<file path="config.mk">
export PLATFORM = sky130hd
export DESIGN_NAME = interleaved_sample_deframer_unit_flat
export DESIGN_NICKNAME = d
export VERILOG_FILES = /design/src/rtl/isd_pkg.sv /design/src/rtl/isd_if.sv /design/src/rtl/isd_mod.sv /design/src/rtl/isd_front.sv /design/src/rtl/isd_fifo.sv /design/src/rtl/isd_back.sv /design/src/rtl/interleaved_sample_deframer_unit.sv /design/src/flat_wrapper.sv
export SDC_FILE = /design/constraint.sdc
export NUM_CORES = 1
export LEC_CHECK = 0
export ABC_CLOCK_PERIOD_IN_PS = 12600
export BUFFER_PORTS_ARGS = -buffer_cell sky130_fd_sc_hd__buf_2
export CORE_AREA = 8 8 299 185
export DETAILED_ROUTE_END_ITERATION = 8
export DIE_AREA = 0 0 307 193
export PLACE_DENSITY = 0.86
export RECOVER_POWER = 25
export SYNTH_ARGS = -nofsm -noshare
export SYNTH_HDL_FRONTEND = slang
export SYNTH_SLANG_ARGS = --single-unit
</file>
<file path="constraint.sdc">
create_clock -name clk -period 12.6 [get_ports clk]
set_input_delay 3.78 -clock clk [delete_from_list [all_inputs] [get_ports clk]]
set_output_delay 3.78 -clock clk [all_outputs]
set_load 0.01 [all_outputs]
</file>
<file path="src/rtl/isd_pkg.sv">
// Shared types and constants of the interleaved sample deframer.
// No dependencies; every other file of the block but isd_if imports this package.
`default_nettype none

package isd_pkg;

  // Configuration register indexes
  localparam logic [2:0] CFG_CHANNEL_COUNT    = 3'd0;
  localparam logic [2:0] CFG_BYTES_PER_SAMPLE = 3'd1;
  localparam logic [2:0] CFG_HEADER_LENGTH    = 3'd2;
  localparam logic [2:0] CFG_TRAILER_LENGTH   = 3'd3;
  localparam logic [2:0] CFG_LSB_FIRST        = 3'd4;

  // Layout limits
  localparam int MAX_EMIT_CHANNELS = 16;
  localparam int MAX_TIME_BYTES    = 4;
  localparam int MAX_CHANNELS      = 64;
  localparam int MAX_SAMPLE_BYTES  = 4;

  // Result kinds
  localparam logic RK_SAMPLE  = 1'b0;
  localparam logic RK_SUMMARY = 1'b1;

  // Frame status codes
  localparam logic FS_OK        = 1'b0;
  localparam logic FS_MALFORMED = 1'b1;

  // Front sequencer states
  typedef enum logic [1:0] {
    FR_RUN,
    FR_DIV,
    FR_FIN
  } isd_fstate_t;

  // Work handed from front to back: up to one sample and one summary per byte
  typedef struct packed {
    logic        has_smp;
    logic [3:0]  chan;
    logic [31:0] value;
    logic        send;
    logic        has_sum;
    logic        status;
    logic [15:0] total;
    logic [31:0] dtime;
  } isd_op_t;

endpackage

`default_nettype wire

</file>
<file path="src/rtl/isd_if.sv">
// Valid/ready channel interfaces of the deframer: frame bytes in, results out.
// Depends on nothing.
`default_nettype none

interface isd_byte_if;
  logic        valid;
  logic        ready;
  logic [7:0]  data_byte;
  logic        frame_start;
  logic [15:0] frame_length;

  modport source (output valid, data_byte, frame_start, frame_length, input ready);
  modport sink   (input valid, data_byte, frame_start, frame_length, output ready);
endinterface

interface isd_result_if;
  logic               valid;
  logic               ready;
  logic               result_kind;
  logic [3:0]         channel_index;
  logic signed [31:0] sample_value;
  logic               sample_end;
  logic               frame_status;
  logic [15:0]        sample_total;
  logic [31:0]        device_time;
  logic               last_result;

  modport source (output valid, result_kind, channel_index, sample_value, sample_end,
                  frame_status, sample_total, device_time, last_result, input ready);
  modport sink   (input valid, result_kind, channel_index, sample_value, sample_end,
                  frame_status, sample_total, device_time, last_result, output ready);
endinterface

`default_nettype wire

</file>
<file path="src/rtl/isd_mod.sv">
// Bit-serial remainder unit: one restoring step per cycle, 16 steps.
// Used by the front to check that the frame data is a whole number of strides.
`default_nettype none

module isd_mod
  import isd_pkg::*;
(
  input  wire logic        clk,
  input  wire logic        rst,
  input  wire logic        start,
  input  wire logic [15:0] dividend,
  input  wire logic [8:0]  divisor,
  output logic             done,
  output logic             nonzero
);

  localparam int DW = 16;
  localparam int CW = $clog2(DW + 1);

  logic [DW-1:0] quo;
  logic [8:0]    rem;
  logic [CW-1:0] cnt;
  logic [9:0]    trial;
  logic [9:0]    trial_sub;

  // Shift in the next dividend bit and try the subtraction
  always_comb begin
    trial     = {rem, quo[DW-1]};
    trial_sub = trial - {1'b0, divisor};
  end

  always_ff @(posedge clk) begin
    if (rst) begin
      cnt  <= '0;
      done <= 1'b0;
    end else begin
      done <= 1'b0;
      if (start) begin
        cnt <= CW'(DW);
      end else if (cnt != '0) begin
        cnt <= cnt - 1'b1;
        if (cnt == CW'(1)) begin
          done <= 1'b1;
        end
      end
    end
  end

  always_ff @(posedge clk) begin
    if (start) begin
      quo <= dividend;
      rem <= '0;
    end else if (cnt != '0) begin
      quo <= {quo[DW-2:0], 1'b0};
      if (trial >= {1'b0, divisor}) begin
        rem <= trial_sub[8:0];
      end else begin
        rem <= trial[8:0];
      end
    end
  end

  assign nonzero = (rem != '0);

endmodule

`default_nettype wire

</file>
<file path="src/rtl/isd_front.sv">
// Front of the deframer: configuration registers, frame check, byte classification
// and sample assembly. Uses isd_pkg, isd_if and the isd_mod remainder unit.
`default_nettype none

module isd_front
  import isd_pkg::*;
(
  input  wire logic   clk,
  input  wire logic   rst,
  input  wire logic   cfg_we,
  input  wire logic [2:0] cfg_index,
  input  wire logic [7:0] cfg_data,
  isd_byte_if.sink    byte_ch,
  input  wire logic   q_full,
  output logic        push,
  output isd_op_t     push_op
);

  localparam logic [6:0] EMIT_LIM = 7'(MAX_EMIT_CHANNELS);
  localparam logic [7:0] TIME_LIM = 8'(MAX_TIME_BYTES);
  localparam logic [6:0] CH_LIM   = 7'(MAX_CHANNELS);
  localparam logic [2:0] BPS_LIM  = 3'(MAX_SAMPLE_BYTES);

  // Configuration
  logic [6:0] channel_count;
  logic [2:0] bytes_per_sample;
  logic [7:0] header_length;
  logic [7:0] trailer_length;
  logic       lsb_first;

  // Frame state
  logic [15:0] byte_position;
  logic [15:0] bytes_remaining;
  logic        frame_valid;
  logic [1:0]  byte_in_sample;
  logic [5:0]  channel_counter;
  logic [31:0] sample_accumulator;
  logic [15:0] sample_counter;
  logic [31:0] time_accumulator;

  // Held start byte
  logic [7:0]  lat_byte;
  logic [15:0] lat_len;
  logic        lat_fast_bad;
  logic        mod_bad;

  isd_fstate_t state, state_next;

  logic        accept;
  logic        mod_start;
  logic        mod_done;
  logic        mod_nonzero;
  logic [9:0]  stride;
  logic [8:0]  overhead;
  logic        fast_bad;
  logic [15:0] payload_len;

  // Step inputs
  logic        p_en;
  logic [7:0]  p_byte;
  logic        p_start;
  logic [15:0] p_len;
  logic        p_bad;

  // Effective and next state
  logic        e_fv, n_fv;
  logic [15:0] e_br, n_br;
  logic [15:0] e_bp, n_bp;
  logic [1:0]  e_bis, n_bis;
  logic [5:0]  e_cc, n_cc;
  logic [31:0] e_acc, n_acc;
  logic [15:0] e_scnt, n_scnt;
  logic [31:0] e_tacc, n_tacc;
  logic [7:0]  tidx;
  logic [7:0]  tb;
  logic [31:0] acc_new;
  logic [6:0]  c_inc;
  logic [6:0]  nch;
  logic        smp_fin;
  isd_op_t     op;

  function automatic logic [31:0] sext(input logic [31:0] v, input logic [1:0] last_idx);
    logic [31:0] r;
    case (last_idx)
      2'd0:    r = {{24{v[7]}}, v[7:0]};
      2'd1:    r = {{16{v[15]}}, v[15:0]};
      2'd2:    r = {{8{v[23]}}, v[23:0]};
      default: r = v;
    endcase
    return r;
  endfunction

  // Write configuration registers
  always_ff @(posedge clk) begin
    if (rst) begin
      channel_count    <= 7'd1;
      bytes_per_sample <= 3'd2;
      header_length    <= 8'd0;
      trailer_length   <= 8'd0;
      lsb_first        <= 1'b1;
    end else if (cfg_we) begin
      case (cfg_index)
        CFG_CHANNEL_COUNT:    channel_count    <= cfg_data[6:0];
        CFG_BYTES_PER_SAMPLE: bytes_per_sample <= cfg_data[2:0];
        CFG_HEADER_LENGTH:    header_length    <= cfg_data;
        CFG_TRAILER_LENGTH:   trailer_length   <= cfg_data;
        CFG_LSB_FIRST:        lsb_first        <= cfg_data[0];
        default: ;
      endcase
    end
  end

  // Length checks that need no division
  always_comb begin
    stride   = 10'(channel_count * bytes_per_sample);
    overhead = {1'b0, header_length} + {1'b0, trailer_length};
    fast_bad = (channel_count > CH_LIM) || (bytes_per_sample > BPS_LIM) ||
               (stride == '0) || ({1'b0, byte_ch.frame_length} < {8'b0, overhead});
    payload_len = byte_ch.frame_length - {7'b0, overhead};
  end

  isd_mod u_mod (
    .clk      (clk),
    .rst      (rst),
    .start    (mod_start),
    .dividend (payload_len),
    .divisor  (stride[8:0]),
    .done     (mod_done),
    .nonzero  (mod_nonzero)
  );

  always_ff @(posedge clk) begin
    if (rst) begin
      state <= FR_RUN;
    end else begin
      state <= state_next;
    end
  end

  // Sequence the start byte through the check; pass other bytes straight on
  always_comb begin
    state_next    = state;
    byte_ch.ready = 1'b0;
    mod_start     = 1'b0;
    p_en          = 1'b0;
    p_byte        = byte_ch.data_byte;
    p_start       = 1'b0;
    p_len         = byte_ch.frame_length;
    p_bad         = 1'b0;
    case (state)
      FR_RUN: begin
        byte_ch.ready = !q_full;
        if (accept) begin
          if (byte_ch.frame_start) begin
            if (fast_bad) begin
              state_next = FR_FIN;
            end else begin
              mod_start  = 1'b1;
              state_next = FR_DIV;
            end
          end else begin
            p_en = 1'b1;
          end
        end
      end
      FR_DIV: begin
        if (mod_done) begin
          state_next = FR_FIN;
        end
      end
      FR_FIN: begin
        p_byte  = lat_byte;
        p_start = 1'b1;
        p_len   = lat_len;
        p_bad   = lat_fast_bad | mod_bad;
        if (!q_full) begin
          p_en       = 1'b1;
          state_next = FR_RUN;
        end
      end
      default: state_next = FR_RUN;
    endcase
  end

  assign accept = byte_ch.valid && byte_ch.ready;

  // Hold the start byte while its length is checked
  always_ff @(posedge clk) begin
    if (accept && byte_ch.frame_start) begin
      lat_byte     <= byte_ch.data_byte;
      lat_len      <= byte_ch.frame_length;
      lat_fast_bad <= fast_bad;
      mod_bad      <= 1'b0;
    end else if (mod_done) begin
      mod_bad <= mod_nonzero;
    end
  end

  // One deframing step on the selected byte
  always_comb begin
    if (p_start) begin
      e_fv   = !p_bad && (p_len != '0);
      e_br   = e_fv ? p_len : '0;
      e_bp   = '0;
      e_bis  = '0;
      e_cc   = '0;
      e_acc  = '0;
      e_scnt = '0;
      e_tacc = '0;
    end else begin
      e_fv   = frame_valid;
      e_br   = bytes_remaining;
      e_bp   = byte_position;
      e_bis  = byte_in_sample;
      e_cc   = channel_counter;
      e_acc  = sample_accumulator;
      e_scnt = sample_counter;
      e_tacc = time_accumulator;
    end
    n_fv    = e_fv;
    n_br    = e_br;
    n_bp    = e_bp;
    n_bis   = e_bis;
    n_cc    = e_cc;
    n_acc   = e_acc;
    n_scnt  = e_scnt;
    n_tacc  = e_tacc;
    op      = '0;
    tidx    = trailer_length - e_br[7:0];
    tb      = (trailer_length < TIME_LIM) ? trailer_length : TIME_LIM;
    acc_new = lsb_first ? (e_acc | ({24'b0, p_byte} << {e_bis, 3'b000}))
                        : {e_acc[23:0], p_byte};
    c_inc   = {1'b0, e_cc} + 7'd1;
    nch     = (channel_count < EMIT_LIM) ? channel_count : EMIT_LIM;
    smp_fin = (({1'b0, e_bis} + 3'd1) >= bytes_per_sample) || (e_bis == 2'd3);

    if (p_start && (p_bad || (p_len == '0))) begin
      op.has_sum = 1'b1;
      op.status  = p_bad ? FS_MALFORMED : FS_OK;
    end

    if (e_fv && (e_br != '0)) begin
      if ({8'b0, trailer_length} >= e_br) begin
        // Trailer: gather the timestamp bytes
        if (tidx < tb) begin
          if (lsb_first) begin
            if (tidx < 8'd4) begin
              n_tacc = e_tacc | ({24'b0, p_byte} << {tidx[1:0], 3'b000});
            end
          end else begin
            n_tacc = {e_tacc[23:0], p_byte};
          end
        end
      end else if (e_bp >= {8'b0, header_length}) begin
        // Sample data: assemble, then emit and advance the channel
        if (smp_fin) begin
          if ({1'b0, e_cc} < EMIT_LIM) begin
            op.has_smp = 1'b1;
            op.chan    = e_cc[3:0];
            op.value   = sext(acc_new, e_bis);
            op.send    = (c_inc >= nch);
          end
          n_acc = '0;
          n_bis = '0;
          if (c_inc >= channel_count) begin
            n_cc   = '0;
            n_scnt = e_scnt + 16'd1;
          end else begin
            n_cc = c_inc[5:0];
          end
        end else begin
          n_acc = acc_new;
          n_bis = e_bis + 2'd1;
        end
      end
      n_bp = e_bp + 16'd1;
      n_br = e_br - 16'd1;
      if (n_br == '0) begin
        op.has_sum = 1'b1;
        op.status  = FS_OK;
        op.total   = n_scnt;
        op.dtime   = n_tacc;
        n_fv       = 1'b0;
      end
    end
  end

  always_ff @(posedge clk) begin
    if (rst) begin
      frame_valid        <= 1'b0;
      bytes_remaining    <= '0;
      byte_position      <= '0;
      byte_in_sample     <= '0;
      channel_counter    <= '0;
      sample_accumulator <= '0;
      sample_counter     <= '0;
      time_accumulator   <= '0;
    end else if (p_en) begin
      frame_valid        <= n_fv;
      bytes_remaining    <= n_br;
      byte_position      <= n_bp;
      byte_in_sample     <= n_bis;
      channel_counter    <= n_cc;
      sample_accumulator <= n_acc;
      sample_counter     <= n_scnt;
      time_accumulator   <= n_tacc;
    end
  end

  assign push    = p_en && (op.has_smp || op.has_sum);
  assign push_op = op;

endmodule

`default_nettype wire

</file>
<file path="src/rtl/isd_fifo.sv">
// Short queue of classified work between the front and the back.
// Uses isd_pkg for the entry type.
`default_nettype none

module isd_fifo
  import isd_pkg::*;
#(
  parameter int DEPTH = 4
) (
  input  wire logic    clk,
  input  wire logic    rst,
  input  wire logic    push,
  input  wire isd_op_t push_op,
  output logic         full,
  input  wire logic    pop,
  output isd_op_t      head,
  output logic         empty
);

  localparam int AW = $clog2(DEPTH);
  localparam int CW = $clog2(DEPTH + 1);

  isd_op_t       slots [DEPTH];
  logic [AW-1:0] wr_ptr;
  logic [AW-1:0] rd_ptr;
  logic [CW-1:0] count;

  assign full  = (count == CW'(DEPTH));
  assign empty = (count == '0);
  assign head  = slots[rd_ptr];

  // Advance pointers and count
  always_ff @(posedge clk) begin
    if (rst) begin
      wr_ptr <= '0;
      rd_ptr <= '0;
      count  <= '0;
    end else begin
      if (push) begin
        wr_ptr <= (wr_ptr == AW'(DEPTH - 1)) ? '0 : wr_ptr + 1'b1;
      end
      if (pop) begin
        rd_ptr <= (rd_ptr == AW'(DEPTH - 1)) ? '0 : rd_ptr + 1'b1;
      end
      if (push && !pop) begin
        count <= count + 1'b1;
      end else if (pop && !push) begin
        count <= count - 1'b1;
      end
    end
  end

  always_ff @(posedge clk) begin
    if (push) begin
      slots[wr_ptr] <= push_op;
    end
  end

endmodule

`default_nettype wire

</file>
<file path="src/rtl/isd_back.sv">
// Back of the deframer: splits queued work into result transfers through an
// output register. Uses isd_pkg and isd_if.
`default_nettype none

module isd_back
  import isd_pkg::*;
(
  input  wire logic     clk,
  input  wire logic     rst,
  input  wire isd_op_t  head,
  input  wire logic     empty,
  output logic          pop,
  isd_result_if.source  result_ch
);

  logic               out_valid;
  logic               smp_done;
  logic               load;
  logic               take_smp;
  logic               r_kind;
  logic [3:0]         r_chan;
  logic signed [31:0] r_value;
  logic               r_send;
  logic               r_status;
  logic [15:0]        r_total;
  logic [31:0]        r_dtime;
  logic               r_last;

  // Load a new result when the output register is free or being taken
  always_comb begin
    load     = !empty && (!out_valid || result_ch.ready);
    take_smp = head.has_smp && !smp_done;
    pop      = load && !(take_smp && head.has_sum);
  end

  always_ff @(posedge clk) begin
    if (rst) begin
      out_valid <= 1'b0;
      smp_done  <= 1'b0;
    end else begin
      if (load) begin
        out_valid <= 1'b1;
        smp_done  <= take_smp && head.has_sum;
      end else if (result_ch.ready) begin
        out_valid <= 1'b0;
      end
    end
  end

  always_ff @(posedge clk) begin
    if (load) begin
      if (take_smp) begin
        r_kind   <= RK_SAMPLE;
        r_chan   <= head.chan;
        r_value  <= head.value;
        r_send   <= head.send;
        r_status <= FS_OK;
        r_total  <= '0;
        r_dtime  <= '0;
        r_last   <= !head.has_sum;
      end else begin
        r_kind   <= RK_SUMMARY;
        r_chan   <= '0;
        r_value  <= '0;
        r_send   <= 1'b0;
        r_status <= head.status;
        r_total  <= head.total;
        r_dtime  <= head.dtime;
        r_last   <= 1'b1;
      end
    end
  end

  assign result_ch.valid         = out_valid;
  assign result_ch.result_kind   = r_kind;
  assign result_ch.channel_index = r_chan;
  assign result_ch.sample_value  = r_value;
  assign result_ch.sample_end    = r_send;
  assign result_ch.frame_status  = r_status;
  assign result_ch.sample_total  = r_total;
  assign result_ch.device_time   = r_dtime;
  assign result_ch.last_result   = r_last;

endmodule

`default_nettype wire

</file>
<file path="src/rtl/interleaved_sample_deframer_unit.sv">
// Top level of the interleaved sample deframer: front, queue and back.
// Uses isd_pkg, isd_if, isd_front, isd_fifo and isd_back.
//
//   channel     role    carries
//   byte_ch     sink    data_byte, frame_start, frame_length
//   result_ch   source  sample or end-of-frame summary fields, last_result
//   cfg_*       write   register index and data, no read-back
//
// A byte inside a frame is stepped as it is taken. A start byte that passes the
// quick length checks waits in FR_DIV for the 16-step bit-serial remainder unit
// that tests the data length against the stride; one that fails them goes straight
// to FR_FIN. Reset is synchronous and leaves no frame open. A stalled result side
// fills the queue before the byte side stops taking bytes.
`default_nettype none

module interleaved_sample_deframer_unit
  import isd_pkg::*;
#(
  parameter int QUEUE_DEPTH = 4
) (
  input  wire logic       clk,
  input  wire logic       rst,
  input  wire logic       cfg_we,
  input  wire logic [2:0] cfg_index,
  input  wire logic [7:0] cfg_data,
  isd_byte_if.sink        byte_ch,
  isd_result_if.source    result_ch
);

  logic    q_push;
  isd_op_t q_push_op;
  logic    q_full;
  logic    q_pop;
  isd_op_t q_head;
  logic    q_empty;

  isd_front u_front (
    .clk       (clk),
    .rst       (rst),
    .cfg_we    (cfg_we),
    .cfg_index (cfg_index),
    .cfg_data  (cfg_data),
    .byte_ch   (byte_ch),
    .q_full    (q_full),
    .push      (q_push),
    .push_op   (q_push_op)
  );

  isd_fifo #(
    .DEPTH (QUEUE_DEPTH)
  ) u_fifo (
    .clk     (clk),
    .rst     (rst),
    .push    (q_push),
    .push_op (q_push_op),
    .full    (q_full),
    .pop     (q_pop),
    .head    (q_head),
    .empty   (q_empty)
  );

  isd_back u_back (
    .clk       (clk),
    .rst       (rst),
    .head      (q_head),
    .empty     (q_empty),
    .pop       (q_pop),
    .result_ch (result_ch)
  );

endmodule

`default_nettype wire

</file>
<file path="src/flat_wrapper.sv">
// flat-port wrapper written by rule: the top's interface ports become plain ports
module interleaved_sample_deframer_unit_flat import isd_pkg::*;
#(
  parameter int QUEUE_DEPTH = 4
)
  (clk, rst, cfg_we, cfg_index, cfg_data, byte_ch_valid, byte_ch_data_byte, byte_ch_frame_start, byte_ch_frame_length, byte_ch_ready, result_ch_valid, result_ch_result_kind, result_ch_channel_index, result_ch_sample_value, result_ch_sample_end, result_ch_frame_status, result_ch_sample_total, result_ch_device_time, result_ch_last_result, result_ch_ready);
  isd_byte_if byte_ch_i ();
  isd_result_if result_ch_i ();
  input  wire logic clk;
  input  wire logic rst;
  input  wire logic cfg_we;
  input  wire logic [2:0] cfg_index;
  input  wire logic [7:0] cfg_data;
  input wire logic [$bits(byte_ch_i.valid)-1:0] byte_ch_valid;
  input wire logic [$bits(byte_ch_i.data_byte)-1:0] byte_ch_data_byte;
  input wire logic [$bits(byte_ch_i.frame_start)-1:0] byte_ch_frame_start;
  input wire logic [$bits(byte_ch_i.frame_length)-1:0] byte_ch_frame_length;
  output wire logic [$bits(byte_ch_i.ready)-1:0] byte_ch_ready;
  output wire logic [$bits(result_ch_i.valid)-1:0] result_ch_valid;
  output wire logic [$bits(result_ch_i.result_kind)-1:0] result_ch_result_kind;
  output wire logic [$bits(result_ch_i.channel_index)-1:0] result_ch_channel_index;
  output wire logic [$bits(result_ch_i.sample_value)-1:0] result_ch_sample_value;
  output wire logic [$bits(result_ch_i.sample_end)-1:0] result_ch_sample_end;
  output wire logic [$bits(result_ch_i.frame_status)-1:0] result_ch_frame_status;
  output wire logic [$bits(result_ch_i.sample_total)-1:0] result_ch_sample_total;
  output wire logic [$bits(result_ch_i.device_time)-1:0] result_ch_device_time;
  output wire logic [$bits(result_ch_i.last_result)-1:0] result_ch_last_result;
  input wire logic [$bits(result_ch_i.ready)-1:0] result_ch_ready;
  assign byte_ch_i.valid = byte_ch_valid;
  assign byte_ch_i.data_byte = byte_ch_data_byte;
  assign byte_ch_i.frame_start = byte_ch_frame_start;
  assign byte_ch_i.frame_length = byte_ch_frame_length;
  assign byte_ch_ready = byte_ch_i.ready;
  assign result_ch_valid = result_ch_i.valid;
  assign result_ch_result_kind = result_ch_i.result_kind;
  assign result_ch_channel_index = result_ch_i.channel_index;
  assign result_ch_sample_value = result_ch_i.sample_value;
  assign result_ch_sample_end = result_ch_i.sample_end;
  assign result_ch_frame_status = result_ch_i.frame_status;
  assign result_ch_sample_total = result_ch_i.sample_total;
  assign result_ch_device_time = result_ch_i.device_time;
  assign result_ch_last_result = result_ch_i.last_result;
  assign result_ch_i.ready = result_ch_ready;
  interleaved_sample_deframer_unit #(.QUEUE_DEPTH(QUEUE_DEPTH)) u_core (.clk(clk), .rst(rst), .cfg_we(cfg_we), .cfg_index(cfg_index), .cfg_data(cfg_data), .byte_ch(byte_ch_i), .result_ch(result_ch_i));
endmodule
</file>
==> results_tabular.tex, run 1 <==
\begin{tabular}{lr}
\hline
Metric & Value \\
\hline
\multicolumn{2}{l}{\textbf{Setup path}} \\
Signal arrival time at the worst endpoint & about 9.1 ns \\
Worst-path cell chain & clkbuf\_1 > clkbuf\_1 > inv\_1 > and2\_1 > o21ai\_0 > o21ai\_0 \\
Worst setup SP type & input pin \\
Endpoint kind of the worst setup timing path & flop \\
Largest incremental delay on the critical path & between 1.5 and 2 ns \\
Maximum net fanout on the critical path & 43 \\
Slowest cell on the critical path & sky130\_fd\_sc\_hd\_\_clkbuf\_1 \\
CP Class & in2reg \\
Delay-heaviest family, CP & buffers and inverters \\
Buffer and inverter count on the worst path & 3 \\
Critical path required time & 13.07 ns \\
\multicolumn{2}{l}{\textbf{Floorplanning}} \\
Count of standard-cell rows & 65 \\
Height of the chip & 193 um \\
Width of the die & about 310 um \\
Die area & 59300 um\^{}2 \\
Starting utilization of the core area & 0.598 \\
Placeable core region & 51400 um\^{}2 \\
Top Ports & $\sim$130 \\
\multicolumn{2}{l}{\textbf{Yosys}} \\
Flip-flop and latch count after synthesis & around 660 \\
Library cell with the largest summed area after synthesis & sky130\_fd\_sc\_hd\_\_edfxtp\_1 \\
Cells after Synth & between 2000 and 3000 \\
Post-synthesis average cell area & 12.1 um\^{}2 \\
Library cells used by synthesis & 78 \\
Share of synthesized flip-flops with an asynchronous set or reset & 0 \\
Syn Std Cell Area & 30700 um\^{}2 \\
Dominant synthesized flop cell & sky130\_fd\_sc\_hd\_\_edfxtp\_1 \\
Top area cells in the synthesized netlist & sky130\_fd\_sc\_hd\_\_edfxtp\_1 47\%, sky130\_fd\_sc\_hd\_\_dfxtp\_1 12\%, sky130\_fd\_sc\_hd\_\_mux4\_2 6.4\%, sky130\_fd\_sc\_hd\_\_ha\_1 3.8\%, sky130\_fd\_sc\_hd\_\_nand2\_1 2.7\% \\
Number of synthesized flops with an enable pin & 481 \\
Yosys top cell area share & 0.470 \\
Share of synthesized area occupied by flip-flops and latches & 0.586 \\
Total of warnings raised by yosys & 0 \\
\multicolumn{2}{l}{\textbf{STA}} \\
Number of pins with negative max-slew slack in the final report & 337 \\
Final critical path time including I/O delays and setup & 8.63 ns \\
Final setup violating endpoints & 0 \\
Final setup skew & approximately 0.017 ns \\
Achievable Freq & between 0.1 and 0.15 GHz \\
Aggregate negative setup slack & 0 ns \\
Worst Tran Pin Value & 3.18 ns \\
Final clock period utilization by the worst path & 0.685 \\
Endpoints failing hold & 0 \\
Slew Limit Headroom & -1.12 \\
Unrepaired setup endpoints after global routing & false \\
\multicolumn{2}{l}{\textbf{Drt}} \\
Final antenna-violating net count & 0 \\
Drt pass-1 iters & 9 \\
Total wirelength of the detailed-routed design & 78.6 mm \\
DR vias & 21890 \\
Via-per-instance ratio & approximately 6.5 \\
Post-route DRC violation count & 0 \\
Violation count after the first detailed-route iteration & 3148 \\
Routed wire per std cell & 23.3 um \\
\multicolumn{2}{l}{\textbf{Clocking}} \\
Postcts setup bufs & 0 \\
CTS Buf Count & 57 \\
H-Tree Level Count & 2 \\
CTS-repair resized insts & 0 \\
Deepest clock path buffer count & 3 \\
Hold buffer count at cts & 0 \\
Sinks on Clock Net & 658 \\
Clock transition at the registers of the reported paths & 0.07 ns \\
Library cell used as clock root buffer & sky130\_fd\_sc\_hd\_\_clkbuf\_16 \\
CTS tree & done \\
Clock latency on the worst-skew pair & just over 0.6 ns \\
\multicolumn{2}{l}{\textbf{Placed design}} \\
Detailed Place HPWL & roughly 52 mm \\
Number of placed cells counting well taps & 3268 \\
Input/output buffers & between 100 and 150 \\
Placer Congestion & about 0.97 \\
\multicolumn{2}{l}{\textbf{Outcome}} \\
Result of the run & finished, violations left \\
Violated checks & capacitance limit, slew limit \\
\multicolumn{2}{l}{\textbf{Power and ir drop}} \\
Static leakage & roughly 11 nW \\
Power density relative to cell area & around 170 nW/um\^{}2 \\
Max VDD drop & 0.137 mV \\
\multicolumn{2}{l}{\textbf{Finish}} \\
Number of nets in the layout & $\sim$2800 \\
Layout cell share with drive strength beyond 1 & 0.0977 \\
Antenna cell count & 0 \\
Non-filler instance count after layout & 3375 \\
Leading cell types in the layout, fill and taps excluded & 481 x sky130\_fd\_sc\_hd\_\_edfxtp\_1, 221 x sky130\_fd\_sc\_hd\_\_nand2\_1, 217 x sky130\_fd\_sc\_hd\_\_nor2\_1, 176 x sky130\_fd\_sc\_hd\_\_dfxtp\_1, 159 x sky130\_fd\_sc\_hd\_\_a21oi\_1 \\
Most frequent standard cell in the layout excluding fill and tap cells & sky130\_fd\_sc\_hd\_\_edfxtp\_1 \\
Area growth from synthesis to layout & 10.3\% \\
\multicolumn{2}{l}{\textbf{Worst hold path}} \\
Hold WC Path Type & reg2reg \\
\multicolumn{2}{l}{\textbf{Global route}} \\
Initial antenna violation count & 0 \\
Global-route wire length before repair & 120 mm \\
Via count of the first global-routing pass & 21217 \\
Residual overflow from global routing & 0 \\
Pin count of the biggest net entering global routing & 88 \\
Combined global-route utilization of all metal layers & 0.257 \\
\multicolumn{2}{l}{\textbf{Flow run}} \\
Count of maximum capacitance violations & 9 \\
\hline
\end{tabular}
-- sequential cells by signal, summed over array words and instances, names as in the netlist, 3 cells and up, named ones only --
register / count
u_core.u_front.channel_count: 7
u_core.u_back.result_ch.sample_value: 32
u_core.u_front.time_accumulator: 32
u_core.u_front.u_mod.cnt: 5
u_core.u_front.trailer_length: 8
u_core.u_back.result_ch.channel_index: 4
u_core.u_front.u_mod.rem: 9
u_core.u_front.header_length: 8
u_core.u_front.lat_len: 16
u_core.u_front.sample_counter: 16
u_core.u_fifo.count: 3
u_core.u_front.sample_accumulator: 32
u_core.u_back.result_ch.device_time: 32
u_core.u_back.result_ch.sample_total: 16
u_core.u_front.bytes_per_sample: 3
u_core.u_front.byte_position: 16
u_core.u_front.bytes_remaining: 16
u_core.u_front.u_mod.quo: 16
u_core.u_front.lat_byte: 8
u_core.u_front.channel_counter: 6
u_core.u_fifo.slots: 352
-- Yosys cell counts (all sizes together), types with 13 or more instances --
cell type	n
nor4	20
ha	94
nor2	217
and2	123
xor2	24
a31oi	14
inv	69
o211ai	18
nand4	17
nor3	35
buf	25
nand2b	13
o21ai	146
and3	32
edfxtp	481
a22o	34
nand3	43
a22oi	48
dfxtp	177
mux2i	61
xnor2	47
clkbuf	105
a211oi	22
mux4	87
nand2	221
a21o	32
a21oi	159
nor2b	13
-- power breakdown --
group	switching (mW)	internal, mW	leakage [nW]
Combinational	0.756	0.441	4.75
Sequential	0.135	2.60	5.50
Clock	0.814	1.04	0.985
-- stage by stage --
| stage | setup slack, ns | util | hold slack (ns) | instance area, um^2 | total power [mW] |
|---|---|---|---|---|---|
| finish | 3.97 | 0.659 | 0.474 | 33900 | 5.78 |
| global route | 3.71 | 0.659 | 0.503 | 33900 | 6.01 |
| CTS | 5.39 | 0.663 | 0.469 | 34100 | 5.83 |
| detailed placement | 5.29 | 0.624 | 0.456 | 32100 | 3.99 |
| global placement | 5.41 | 0.624 | 0.451 | 32100 | 3.95 |
| floorplan | 2.43 | - | 0.438 | 30700 | 3.62 |
-- per-layer routing --
metal | track usage | vias to the layer above | share of wire
met5 | 0 | - | 0
met4 | 0.0775 | 0 | 0.032
met3 | 0.0666 | 209 | 0.12
met2 | 0.405 | 1413 | 0.45
met1 | 0.354 | 10642 | 0.40
li1 | - | 9626 | -
-- area by class of cell --
type | count | area, um^2
Clock buffer | 78 | 1630
Clock inverter | 29 | 360
Fill cell | 3657 | 17500
Inverter | 70 | 263
Multi-Input combinational cell | 1676 | 12000
Sequential cell | 658 | 18000
Tap cell | 703 | 880
Timing Repair Buffer | 161 | 726
-- worst reg2reg max path, delay by kind of cell (launching register included) --
family / cells / cell delay [ns]
flip-flops: 1 / 0.51
buffers and inverters: 5 / 2.40
AND/OR/NAND/NOR: 5 / 3.45
adder cells (fa/ha/maj): 1 / 0.41
AO/OA/AOI/OAI: 5 / 1.42
-- worst paths after layout --
kind | from | to | slack, ns | depth (start not counted)
hold reg to reg | u_core.u_front.bytes_remaining[8]$_SDFFE_PP0P_ | u_core.u_front.bytes_remaining[8]$_SDFFE_PP0P_ | 0.47 | 2
hold / removal | u_core.u_front.bytes_remaining[8]$_SDFFE_PP0P_ | u_core.u_front.bytes_remaining[8]$_SDFFE_PP0P_ | 0.47 | 2
setup reg to reg | u_core.u_front.state[1]$_SDFFE_PP0P_ | u_core.u_fifo.slots[1][19]$_DFFE_PP_ | 4.03 | 16
setup / recovery | rst | u_core.u_front.time_accumulator[2]$_SDFFE_PP0P_ | 3.97 | 6
-- cell families after synthesis --
| group | Yosys count | share of synthesized area |
|---|---|---|
| DFF | 658 | 0.586 |
| AOI/OAI and AO/OA | 555 | 0.115 |
| adders and majority gates | 105 | 0.0455 |
| buffers and inverters | 200 | 0.0250 |
| other | 1 | 0.000122 |
| muxes | 154 | 0.0861 |
| and+or+nand+nor | 784 | 0.123 |
| xor gates and xnor gates | 71 | 0.0202 |
Power figures use the tool's default switching activity.
==> inputs of run 2 (changes only) <==
Settings changed: ABC_CLOCK_PERIOD_IN_PS 12600 to 7900, CORE_AREA 8 8 299 185 to 8 8 312 193, DIE_AREA 0 0 307 193 to 0 0 320 201, PLACE_DENSITY 0.86 to 0.83.
Clock period 12.6 ns to 7.9 ns, I/O delays scaled along.
==> results_tabular.tex, run 2 (synthesis gave the netlist of run 1 again) <==
\begin{tabular}{lr}
\hline
Metric & Value \\
\hline
\multicolumn{2}{l}{\textbf{Outcome}} \\
Result of the run & finished, violations left \\
Violated checks & capacitance limit, slew limit \\
\multicolumn{2}{l}{\textbf{Clocking}} \\
CTS-repair resized insts & 0 (unchanged) \\
Clock transition at the registers of the reported paths & 0.06 ns (about the same) \\
Library cell used as clock root buffer & sky130\_fd\_sc\_hd\_\_clkbuf\_16 \\
CTS Buf Count & 57 (unchanged) \\
Hold buffer count at cts & 0 (unchanged) \\
Postcts setup bufs & 0 (unchanged) \\
Clock latency on the worst-skew pair & 0.64 ns (+0.02 ns) \\
Sinks on Clock Net & 658 (unchanged) \\
Deepest clock path buffer count & 3 (unchanged) \\
CTS tree & done \\
H-Tree Level Count & 2 (unchanged) \\
\multicolumn{2}{l}{\textbf{Finish}} \\
Layout cell share with drive strength beyond 1 & 0.0921 (-0.00561) \\
Antenna cell count & 0 (unchanged) \\
Non-filler instance count after layout & 3396 (+0.62\%) \\
Register containing the most flip-flops in the final layout & u\_core.u\_fifo.slots \\
Most frequent standard cell in the layout excluding fill and tap cells & sky130\_fd\_sc\_hd\_\_edfxtp\_1 \\
Leading cell types in the layout, fill and taps excluded & 481 x sky130\_fd\_sc\_hd\_\_edfxtp\_1, 221 x sky130\_fd\_sc\_hd\_\_nand2\_1, 217 x sky130\_fd\_sc\_hd\_\_nor2\_1, 176 x sky130\_fd\_sc\_hd\_\_dfxtp\_1, 159 x sky130\_fd\_sc\_hd\_\_a21oi\_1 \\
Final std cell area, no fill & 33700 um\^{}2 (-0.44\%) \\
Number of nets in the layout & 2774 (+0.14\%) \\
Area growth from synthesis to layout & 9.81\% \\
Core occupancy in the finished layout & 0.610 (-0.0495) \\
Filler instances & 4133 (+13\%) \\
Max FFs per register & 352 (unchanged) \\
\multicolumn{2}{l}{\textbf{Floorplanning}} \\
Count of standard-cell rows & 67 (+3.1\%) \\
Starting utilization of the core area & 0.555 (-0.0424) \\
Die area & 64300 um\^{}2 (+8.6\%) \\
Placeable core region & 55300 um\^{}2 (+7.6\%) \\
Top Ports & 131 (unchanged) \\
Height of the chip & 201 um (+4.1\%) \\
Width of the die & 320 um (+4.2\%) \\
\multicolumn{2}{l}{\textbf{Global route}} \\
Residual overflow from global routing & 0 (unchanged) \\
Via count of the first global-routing pass & 20837 (-1.8\%) \\
Initial antenna violation count & 0 (unchanged) \\
Pin count of the biggest net entering global routing & 85 (-3.4\%) \\
Combined global-route utilization of all metal layers & 0.228 (-0.0293) \\
Global-route wire length before repair & 118 mm (-2.0\%) \\
\multicolumn{2}{l}{\textbf{Power and ir drop}} \\
Max VDD drop & 0.189 mV (+38\%) \\
Static leakage & 11.1 nW (-1.1\%) \\
Power density relative to cell area & 266 nW/um\^{}2 (+56\%) \\
\multicolumn{2}{l}{\textbf{Placed design}} \\
Input/output buffers & 130 (unchanged) \\
Detailed Place HPWL & 51.9 mm (-0.86\%) \\
Placed Area & 32200 um\^{}2 (+0.29\%) \\
Number of placed cells counting well taps & 3293 (+0.76\%) \\
Placer Congestion & 0.929 (-4.1\%) \\
\multicolumn{2}{l}{\textbf{Drt}} \\
Violation count after the first detailed-route iteration & 2577 (-18\%) \\
Post-route DRC violation count & 0 (unchanged) \\
Total wirelength of the detailed-routed design & 76.5 mm (-2.7\%) \\
Routed wire per std cell & 22.5 um (-3.3\%) \\
DR vias & 21599 (-1.3\%) \\
Via-per-instance ratio & 6.36 (-1.9\%) \\
Final antenna-violating net count & 0 (unchanged) \\
Drt pass-1 iters & 8 (-1) \\
\multicolumn{2}{l}{\textbf{STA}} \\
Worst-case hold slack & 0.481 ns (+0.00734 ns) \\
Slew Limit Headroom & -1.53 (-0.408) \\
Worst Tran Pin Value & 3.79 ns (+0.616 ns) \\
Final clock period utilization by the worst path & 0.896 \\
Unrepaired setup endpoints after global routing & false \\
Endpoints failing hold & 0 (unchanged) \\
Final critical path time including I/O delays and setup & 7.08 ns \\
Aggregate negative setup slack & 0 ns (unchanged) \\
Achievable Freq & 0.141 GHz \\
Final setup skew & 0.0418 ns (+0.0250 ns) \\
Final setup violating endpoints & 0 (unchanged) \\
Number of pins with negative max-slew slack in the final report & 334 (-0.89\%) \\
\multicolumn{2}{l}{\textbf{Setup path}} \\
Endpoint kind of the worst setup timing path & flop \\
Startpoint of the worst-slack reg-to-reg timing path & u\_core.u\_front.state[1]\$\_SDFFE\_PP0P\_ \\
Worst setup SP type & input pin \\
Signal arrival time at the worst endpoint & 7.55 ns (-1.55 ns) \\
Largest incremental delay on the critical path & 2.76 ns (+1.15 ns) \\
CP Class & in2reg \\
Critical path required time & 8.37 ns (-4.70 ns) \\
Crit-path most repeated cell & sky130\_fd\_sc\_hd\_\_clkbuf\_1 \\
Slowest cell on the critical path & sky130\_fd\_sc\_hd\_\_clkbuf\_1 \\
CP startpoint & rst \\
Worst-path cell chain & clkbuf\_1 > clkbuf\_1 > nor2\_1 > o2bb2ai\_1 \\
Maximum net fanout on the critical path & 84 (+95\%) \\
\multicolumn{2}{l}{\textbf{Flow run}} \\
Count of maximum capacitance violations & 7 (-2) \\
\multicolumn{2}{l}{\textbf{Worst hold path}} \\
Origin of the worst min-delay path & u\_core.u\_back.result\_ch.valid\$\_SDFFE\_PP0P\_ \\
Hold WC Path Type & reg2reg \\
\hline
\end{tabular}
## run 2: changes by cell type in the layout (fill, tap and decap cells not counted), sizes merged
| cell | previous run | this run |
|---|---|---|
| clkinv | 16 | 22 |
| clkinvlp | 1 | 7 |
| clkbuf | 194 | 190 |
| inv | 76 | 72 |
| bufinv | 6 | 3 |
| buf | 45 | 44 |
## run 2: path summary, 6_finish.rpt
kind | end | slack [ns] | depth (start not counted)
max | u_core.u_front.sample_accumulator[1]$_SDFFE_PP0P_ | 0.82 | 4
min | u_core.u_back.result_ch.valid$_SDFFE_PP0P_ | 0.48 | 2
max reg2reg | u_core.u_fifo.slots[3][26]$_DFFE_PP_ | 1.11 | 20
min reg2reg | u_core.u_back.result_ch.valid$_SDFFE_PP0P_ | 0.48 | 2
## run 2: critical path: cells and delay by family
kind | cells | cell delay (ns)
AOI/OAI and AO/OA | 1 | 0.33
and+or+nand+nor | 1 | 0.67
buffers and inverters | 2 | 4.13
## run 2: layer usage
metal	vias to the layer above	GRT usage	wire length (um)
met4	0	0.0598	1850
li1	9625	-	-
met2	1228	0.355	34600
met5	-	0	0
met3	159	0.0519	7830
met1	10587	0.322	32200
## run 2: cell type report
type                            instances  area [um^2]  share of cell area
Clock buffer                           69         1480              0.0439
Clock inverter                         34          298             0.00883
Inverter                               70          263             0.00779
Multi-Input combinational cell       1676        12000               0.356
Sequential cell                       658        18000               0.533
Tap cell                              724          906              0.0269
Timing Repair Buffer                  165          783              0.0232
## run 2: power by group
part	total (mW)	switching, mW	internal (mW)
sequential	4.33	0.175	4.15
clock	2.72	1.27	1.44
combinational	1.93	1.24	0.697
total	8.98	2.68	6.29
## run 2: stage by stage
stage | power, mW | setup WS, ns
2_1_floorplan | 5.75 | 0.345
3_3_place_gp | 6.31 | 1.46
3_5_place_dp | 6.38 | 1.28
4_1_cts | 9.07 | 1.26
5_1_grt | 9.37 | 0.646
6_report | 8.98 | 0.820
